===== src/hw/rtl/scat_pkg.sv =====
package scat_pkg;

    // Fixed field widths of the request and result.
    localparam int ADDR_W    = 32;
    localparam int MODE_W    = 2;
    localparam int OUTC_W    = 2;
    localparam int WAYOUT_W  = 2;
    localparam int SHIFT_W   = 3;
    localparam int CFG_IDX_W = 2;
    localparam int LFSR_W    = 8;

    // Request modes.
    localparam logic [MODE_W-1:0] MODE_ACCESS   = 2'd0;
    localparam logic [MODE_W-1:0] MODE_INV_ALL  = 2'd1;
    localparam logic [MODE_W-1:0] MODE_INV_LINE = 2'd2;

    // Result outcomes.
    localparam logic [OUTC_W-1:0] OUT_HIT      = 2'd0;
    localparam logic [OUTC_W-1:0] OUT_MISS     = 2'd1;
    localparam logic [OUTC_W-1:0] OUT_BYPASS   = 2'd2;
    localparam logic [OUTC_W-1:0] OUT_INV_DONE = 2'd3;

    // Configuration register indexes.
    localparam logic [CFG_IDX_W-1:0] CFG_ENABLE = 2'd0;
    localparam logic [CFG_IDX_W-1:0] CFG_SHIFT  = 2'd1;
    localparam logic [CFG_IDX_W-1:0] CFG_OFFSET = 2'd2;

    typedef struct packed {
        logic [MODE_W-1:0] mode;
        logic [ADDR_W-1:0] address;
    } t_req;

    typedef struct packed {
        logic [OUTC_W-1:0]   outcome;
        logic [WAYOUT_W-1:0] hit_way;
        logic [ADDR_W-1:0]   memory_address;
    } t_rsp;

    typedef struct packed {
        logic               cache_enable;
        logic [SHIFT_W-1:0] addr_shift;
        logic [ADDR_W-1:0]  address_offset;
    } t_cfg;

endpackage


===== src/hw/rtl/scat_cfg_regs.sv =====
module scat_cfg_regs (
    input  logic                          i_clk,
    input  logic                          i_rst_n,
    input  logic                          i_cfg_valid,
    output logic                          o_cfg_ready,
    input  logic [scat_pkg::CFG_IDX_W-1:0] i_cfg_index,
    input  logic [scat_pkg::ADDR_W-1:0]   i_cfg_data,
    output scat_pkg::t_cfg                o_cfg
);
    import scat_pkg::*;

    t_cfg r_cfg;

    // Writes are always taken; an index beyond the register list is dropped.
    assign o_cfg_ready = 1'b1;
    assign o_cfg       = r_cfg;

    // Register file.
    always_ff @(posedge i_clk) begin
        if (!i_rst_n) begin
            r_cfg <= '0;
        end else if (i_cfg_valid) begin
            case (i_cfg_index)
                CFG_ENABLE: r_cfg.cache_enable   <= i_cfg_data[0];
                CFG_SHIFT:  r_cfg.addr_shift     <= i_cfg_data[SHIFT_W-1:0];
                CFG_OFFSET: r_cfg.address_offset <= i_cfg_data;
                default:    ;
            endcase
        end
    end

endmodule


===== config.mk =====
export PLATFORM = sky130hd
export DESIGN_NAME = scat_cfg_regs
export DESIGN_NICKNAME = d
export VERILOG_FILES = /design/src/hw/rtl/scat_pkg.sv /design/src/hw/rtl/scat_cfg_regs.sv
export SDC_FILE = /design/constraint.sdc
export NUM_CORES = 1
export LEC_CHECK = 0
export ABC_AREA = 1
export ABC_CLOCK_PERIOD_IN_PS = 900
export BUFFER_PORTS_ARGS = -buffer_cell sky130_fd_sc_hd__buf_2
export CAP_MARGIN = 25
export CORE_MARGIN = 2
export CORE_UTILIZATION = 45
export DETAILED_ROUTE_END_ITERATION = 8
export HOLD_SLACK_MARGIN = 0.15
export PLACE_DENSITY = 0.83
export REMOVE_ABC_BUFFERS = 1
export SETUP_SLACK_MARGIN = 0.2
export SYNTH_ARGS = -nofsm -noshare
export SYNTH_HDL_FRONTEND = slang
export SYNTH_SLANG_ARGS = --single-unit
export TNS_END_PERCENT = 20

===== constraint.sdc =====
create_clock -name i_clk -period 0.9 [get_ports i_clk]
set_clock_uncertainty 0.1 [all_clocks]
set_input_delay 0.135 -clock i_clk [delete_from_list [all_inputs] [get_ports i_clk]]
set_output_delay 0.135 -clock i_clk [all_outputs]
set_load 0.02 [all_outputs]

==> summary.txt <==
DR iter-0 viols -> 64
Pleak -> 1.292 nW
Initial antenna violation count -> 0
Seq/Total Area, Yosys -> 47.72%
Final worst setup slack -> -0.1345 ns
CTS tree -> yes
Initial Util -> 45.98%
Sequential Area -> 765.7 um^2
Die Ht -> 61.93 um
Worst setup SP type -> register
Leading cell type in the layout, fill and taps excluded -> nor2_1
Pint -> 2.443 mW
RSZ-0062 raised after global routing -> true
Pwr Density -> 1459 nW/um^2
Slowest library cell on the worst path -> dfxtp_2
NetSw -> 0.8694 mW
Tmin final -> 1.034 ns
CP top delay family -> flip-flops
Core Rows -> 21
Via count -> 1460
Hold WC Path Type -> input pin to register
WS Path Type -> register to output port
Syn Inst Count -> 233
CTS root buffer -> clkbuf_4
Clock latency on the worst-skew pair -> 0.32 ns
Vias per inst -> 4.124
Core Region -> 3284 um^2
WP data arrival -> 0.80 ns
Buf/Inv on CP -> 1
1st-pass router iterations -> 3
Layout area overhead -> 50.37%
Setup total negative slack -> -4.365 ns
Commonest cells after routing, fill and taps aside -> 72 x nor2_1, 71 x nand2_1
CP required -> 0.66 ns
Clock buffer count from CTS -> 5
Share of layout cells above drive strength 1 -> 40.91%
Worst Tran Pin Value -> 0.6112 ns
Switching fraction of total power -> 26.24%
WL/cell -> 9.229 um
CTS H-tree lvls -> 2
Post-Syn Area per Cell -> 6.482 um^2
Hold Worst Slack -> -0.07461 ns
Worst path cell trace -> buf_6
Yosys top cell area share -> 47.72%
Register bit count reported by yosys -> 36
DR DRC count -> 0
Final core utilization -> 69.14%
Max-Cap Viols -> 0
Synth top area cells -> dfxtp_1 48%, nor2_1 18%, nand2_1 18%
Multi-input combinational cell area -> 576.8 um^2
Vias in the first global route -> 1204
CP endpoint kind -> output port
Max-slew headroom -> 59.25%
Failing checks -> negative hold slack, negative setup slack
Setup violators final -> 36
Routed Antenna Nets -> 0
Max FFs per register -> 36
Pin count of the biggest net entering global routing -> 37
Yosys top cell by area -> dfxtp_1
Slowest cell delay on critical path -> 0.36 ns
Fmax -> 966.7 MHz
Die Wd -> 61.93 um
Clock sink count -> 36
Design Area, Final -> 2271 um^2
Post-synth cell types -> 12
Detail Placement HPWL -> 2.134 mm
Pre-CTS setup slack -> -0.1419 ns
Comb power frac -> 19.2%
# port buffers -> 72
Die area -> 3835 um^2
Filler cell count -> 270
ANT cells -> 0
Worst-path maximum fanout -> 2
Cell area after synthesis -> 1510 um^2
Final hold violations -> 35
Max Buffers Root-to-Sink -> 2
GR Util All Layers -> 17.60%
Max-slew violation count -> 0
First-pass GRT wire length -> 4.871 mm
Clock Power Share -> 28.0%
Fin nets -> 345
Ports -> 74
Placed Area -> 1909 um^2
Clk pin slew, worst setup/hold paths -> 0.10 ns
Outcome -> complete, but fails checks
Tcrit/Tclk final -> 114.9%
Grt ovf -> 0
Final wirelength -> 3.267 mm
RD Place Congestion -> 0.6946
Peak supply drop -> 0.001049 V
Flop pwr share -> 52.9%
Yosys warning total -> 0
==> cells by family (layout without fill, tap and decap cells) <==
logic type	count (synthesis)	in the layout	share of synthesized area, %
AOI/OAI and AO/OA	1	1	0.3311
buffers and inverters	49	124	14.33
DFF	36	36	47.72
other	1	1	0.2483
and+or+nand+nor	146	146	37.37
==> path summary, 6_finish.rpt <==
kind | from | end | slack, ns | cells past startpoint
worst max-delay path | o_cfg[1] | o_cfg[1] | -0.13 | 1
worst max register to register | o_cfg[6] | o_cfg[6] | 0.06 | 5
worst min register to register | o_cfg[12] | o_cfg[12] | 0.42 | 4
worst min-delay path | i_cfg_data[7] | o_cfg[7] | -0.07 | 3
==> synth_stat cells <==
cell type	number
nand2_1	71
clkbuf_1	2
nand3_1	2
conb_1	1
nor2_1	72
buf_2	5
nand3_4	1
buf_6	3
a21oi_1	1
buf_4	1
inv_1	38
dfxtp_1	36
==> stage by stage <==
stage | total power, mW | cells
finish | 3.313 | 354
global route | 3.520 | 354
CTS | 3.352 | 352
detailed placement | 2.276 | 344
global placement | 2.264 | 344
floorplan | 2.037 | 222
==> layer usage <==
layer	GRT usage (%)	part of all wire, %	vias up
met5	0	0	-
met4	7.295	1.6	0
met3	7.660	6.7	6
met2	30.53	50	44
met1	18.65	41	607
li1	-	-	803
==> power by group through the flow <==
stage	Sequential, mW	Clock, mW	Combinational (mW)
floorplan	1.86	0	0.181
global placement	1.75	0	0.515
detailed placement	1.75	0	0.523
CTS	1.75	0.968	0.631
global route	1.76	1.05	0.708
finish	1.75	0.926	0.635
==> what timing repair did <==
item,4_1_cts,5_1_grt
setup buffers,1,2
endpoints found under the hold margin,36,36
gates cloned,0,0
pin swaps,35,36
setup endpoints to repair,71,72
resized for setup,108,3
==> final cells by class <==
type / instances / share of cell area [%]
multi-input combinational: 148 / 25.40
clock buffer: 7 / 2.865
inverter: 38 / 6.281
timing repair buffer: 79 / 29.20
tap: 46 / 2.534
sequential: 36 / 33.72
Note: power is estimated with default switching activity, not from simulation.
