==> config.mk <==
export PLATFORM = sky130hd
export DESIGN_NAME = scat_victim_lfsr
export DESIGN_NICKNAME = d
export VERILOG_FILES = /design/src/hw/rtl/scat_pkg.sv /design/src/hw/rtl/scat_victim_lfsr.sv
export SDC_FILE = /design/constraint.sdc
export NUM_CORES = 1
export LEC_CHECK = 0
export ABC_AREA = 1
export BUFFER_PORTS_ARGS = -buffer_cell sky130_fd_sc_hd__buf_2
export CORE_AREA = 5 5 42 44
export DETAILED_ROUTE_END_ITERATION = 10
export DIE_AREA = 0 0 47 49
export PLACE_DENSITY_LB_ADDON = 0.2
export SLEW_MARGIN = 20
export SYNTH_ARGS = -nofsm -noshare
export SYNTH_HDL_FRONTEND = slang
export SYNTH_SLANG_ARGS = --single-unit
==> constraint.sdc <==
create_clock -name i_clk -period 1.34 [get_ports i_clk]
set_clock_uncertainty 0.15 [all_clocks]
set_input_delay 0.134 -clock i_clk [delete_from_list [all_inputs] [get_ports i_clk]]
set_output_delay 0.134 -clock i_clk [all_outputs]
set_load 0.1 [all_outputs]
==> src/hw/rtl/scat_pkg.sv <==
package scat_pkg;

    // Fixed field widths of the request and result.
    localparam int ADDR_W    = 32;
    localparam int MODE_W    = 2;
    localparam int OUTC_W    = 2;
    localparam int WAYOUT_W  = 2;
    localparam int SHIFT_W   = 3;
    localparam int CFG_IDX_W = 2;
    localparam int LFSR_W    = 8;

    // Request modes.
    localparam logic [MODE_W-1:0] MODE_ACCESS   = 2'd0;
    localparam logic [MODE_W-1:0] MODE_INV_ALL  = 2'd1;
    localparam logic [MODE_W-1:0] MODE_INV_LINE = 2'd2;

    // Result outcomes.
    localparam logic [OUTC_W-1:0] OUT_HIT      = 2'd0;
    localparam logic [OUTC_W-1:0] OUT_MISS     = 2'd1;
    localparam logic [OUTC_W-1:0] OUT_BYPASS   = 2'd2;
    localparam logic [OUTC_W-1:0] OUT_INV_DONE = 2'd3;

    // Configuration register indexes.
    localparam logic [CFG_IDX_W-1:0] CFG_ENABLE = 2'd0;
    localparam logic [CFG_IDX_W-1:0] CFG_SHIFT  = 2'd1;
    localparam logic [CFG_IDX_W-1:0] CFG_OFFSET = 2'd2;

    typedef struct packed {
        logic [MODE_W-1:0] mode;
        logic [ADDR_W-1:0] address;
    } t_req;

    typedef struct packed {
        logic [OUTC_W-1:0]   outcome;
        logic [WAYOUT_W-1:0] hit_way;
        logic [ADDR_W-1:0]   memory_address;
    } t_rsp;

    typedef struct packed {
        logic               cache_enable;
        logic [SHIFT_W-1:0] addr_shift;
        logic [ADDR_W-1:0]  address_offset;
    } t_cfg;

endpackage

==> src/hw/rtl/scat_victim_lfsr.sv <==
module scat_victim_lfsr #(
    parameter int WAY_BITS = 2
) (
    input  logic                                   i_clk,
    input  logic                                   i_rst_n,
    input  logic                                   i_step,
    output logic [((WAY_BITS > 0) ? WAY_BITS : 1)-1:0] o_victim
);
    import scat_pkg::*;

    localparam int NUM_WAYS = 1 << WAY_BITS;
    localparam int WAY_W    = (WAY_BITS > 0) ? WAY_BITS : 1;

    logic [LFSR_W-1:0] r_lfsr;
    logic [LFSR_W-1:0] n_lfsr;

    // XNOR feedback from taps 7, 3, 2 and 1; the victim comes from the stepped value.
    always_comb begin
        n_lfsr   = {r_lfsr[LFSR_W-2:0], ~(r_lfsr[7] ^ r_lfsr[3] ^ r_lfsr[2] ^ r_lfsr[1])};
        o_victim = WAY_W'(n_lfsr[LFSR_W-1:1] & 7'(NUM_WAYS - 1));
    end

    // The register only advances when a miss consumes a victim.
    always_ff @(posedge i_clk) begin
        if (!i_rst_n) begin
            r_lfsr <= '0;
        end else if (i_step) begin
            r_lfsr <= n_lfsr;
        end
    end

endmodule

==> impl_results.md <==
- Run status: finished, final reports clean
- Worst-Margin Slew: 228 ps
- Clk root buf: clkbuf_4
- WP data required: 1060 ps
- Crit path arrival time: 900 ps
- Ant diodes: 0
- Fin Setup TNS: 0 ps
- Number of global-route vias before repair: 282
- Most numerous cell in the Yosys netlist: nand2_1
- Crit-path max FO: 5
- Num rows: 14
- Total CTS buffers: 3
- Synth area leaders: dfxtp_1 (45%), nand2_1 (16%), a21oi_1 (7.0%)
- Cell family with most CP delay: flip-flops
- Post-CTS Setup Inserts: 0
- Number of synthesized register bits: 8
- Final wirelength: 618 um
- CP Launch Type: register
- Fmax achieved: 847 MHz
- Critical-path top delay cell: dfxtp_1
- Final worst slack: 159 ps
- Syn Nets: 54
- Critical path cell sequence: buf_12
- Final net count: 60
- Final setup fails: 0
- Final period util: 0.881
- Pre-CTS WS: 218 ps
- Post-synthesis cell area: 357 sq um
- Ys async rst share: 0
- Initial Utilization: 0.254
- H-tree level count: 1
- Port Buffers: 4
- Die height: 49 um
- EDFF count, synth: 0
- HP Class: input port to register
- Max reg flops: 8
- Drt pass-1 iters: 4
- Unrepaired setup endpoints after global routing: false
- Met1 usage: 0.0798
- Die area: 2300 sq um
- Number of antenna violations at the first check in global routing: 0
- Largest Register: r_lfsr
- Yosys top cell by area: dfxtp_1
- Layout cells sized above 1: 0.164
- CTS Sinks: 8
- Lkg Pwr: 0.198 nW
- Worst Setup End Kind: output port
- I/O pins: 5
- Yosys Warn Count: 0
- Commonest cells in the netlist: nand2_1 (15), dfxtp_1 (8), a21oi_1 (5), inv_1 (5)
- Placer Congestion: 0.649
- CORE AREA: 1400 sq um
- DP Wirelength: 444 um
- Met2 Resource Use GR: 0.0905
- Critical path type: register to output port
- Synth cell types: 12
- Peak VDD IR: 0.490 mV
- Crit path time final: 1180 ps
- Max cap viols: 0
- Cells after synthesis: 51
- DRC errors left: 0
- Drt wl/cell: 8.70 um
- Count of cells resized by post-cts repair: 0
- Post-synthesis sequential area ratio: 0.449
- Total GRT Usage: 0.0671
- Max Slew Vio Count: 0
- Most used DFF post-synth: dfxtp_1
- First-pass GRT wire length: 1.10 mm
- GRT busiest layer: met2
- Top cell type's share of synthesized area: 0.449
- Met3 GRT Util: 0.0258
- Antenna Nets Post-Route: 0
- Cell area power density: 1310 nW/um^2
- Worst-path clk slew: 50 ps
- Clock tree buffer depth: 2
- Vias post-DR: 302
- Fin. Hold Viols: 0
- CTS tree: built
- Largest net degree at the start of global routing: 14
- Worst rel slew slack: 0.848
- Routed vias/inst: 4.25
- Die W: 47 um
- Drt first-iter violations: 5
- Mean Syn Cell Area: 6.99 sq um
- Top flop regs: r_lfsr: 8 flops
- WP buf/inv: 1
- Worst skew pair latency: 240 ps
- Hold Buf Count CTS: 0
- Grt total ovfl: 0
- Crit-path max cell delay: 440 ps
- Layout area overhead: 18.6%
[stage by stage]
step | cell area, sq um | utilization | instances | hold WS [ps] | power, mW
4_1_cts | 423 | 0.302 | 71 | 47.1 | 0.562
3_5_place_dp | 400 | 0.286 | 68 | 308 | 0.383
2_1_floorplan | 357 | - | 51 | 120 | 0.355
3_3_place_gp | 400 | 0.286 | 68 | 309 | 0.383
6_report | 423 | 0.302 | 71 | 51.5 | 0.554
5_1_grt | 423 | 0.302 | 71 | 55.9 | 0.593
[power by group]
| group | switching, mW | internal, mW | leakage (nW) |
|---|---|---|---|
| sequential | 0.0145 | 0.255 | 0.0662 |
| combinational | 0.0703 | 0.0386 | 0.118 |
| clock | 0.0735 | 0.102 | 0.0138 |
| total | 0.158 | 0.395 | 0.198 |
[routing by layer]
metal | up-vias | wire length [um] | share of wire
met5 | - | 0 | 0
li1 | 172 | - | -
met2 | 5 | 275 | 0.44
met3 | 0 | 16 | 0.026
met4 | 0 | 0 | 0
met1 | 125 | 326 | 0.53
[kinds of logic after synthesis]
group / Yosys count / synth area share
AND/OR/NAND/NOR: 20 / 0.214
AO/OA/AOI/OAI: 13 / 0.189
flip-flops: 8 / 0.449
buffers and inverters: 10 / 0.147
[path summary, 6_finish.rpt]
kind	from	endpoint	slack (ps)	cells past startpoint
worst max-delay path	r_lfsr[1]$_SDFFE_PN0P_	o_victim[1]	160	1
worst min register to register	r_lfsr[5]$_SDFFE_PN0P_	r_lfsr[6]$_SDFFE_PN0P_	330	2
worst max register to register	r_lfsr[1]$_SDFFE_PN0P_	r_lfsr[0]$_SDFFE_PN0P_	210	7
worst min-delay path	i_rst_n	r_lfsr[7]$_SDFFE_PN0P_	50	3
[cells in the final DEF (no fill, tap or decap)]
cell type / instances
a21oi_1: 5
o21a_1: 1
nand3_1: 1
buf_2: 2
inv_2: 2
o21ai_0: 4
inv_1: 5
o21ai_1: 3
dfxtp_1: 8
nor2_1: 4
buf_12: 2
clkbuf_4: 3
nand2_1: 15
[cell type report]
type	count	area [sq um]
clock buffers	3	22.5
repair buffers	4	50.0
flip-flops and latches	8	160
multi-input cells	33	144
well taps	16	20.0
inverters	7	26.3
fillers	172	978
(Power assumes the default switching activity.)
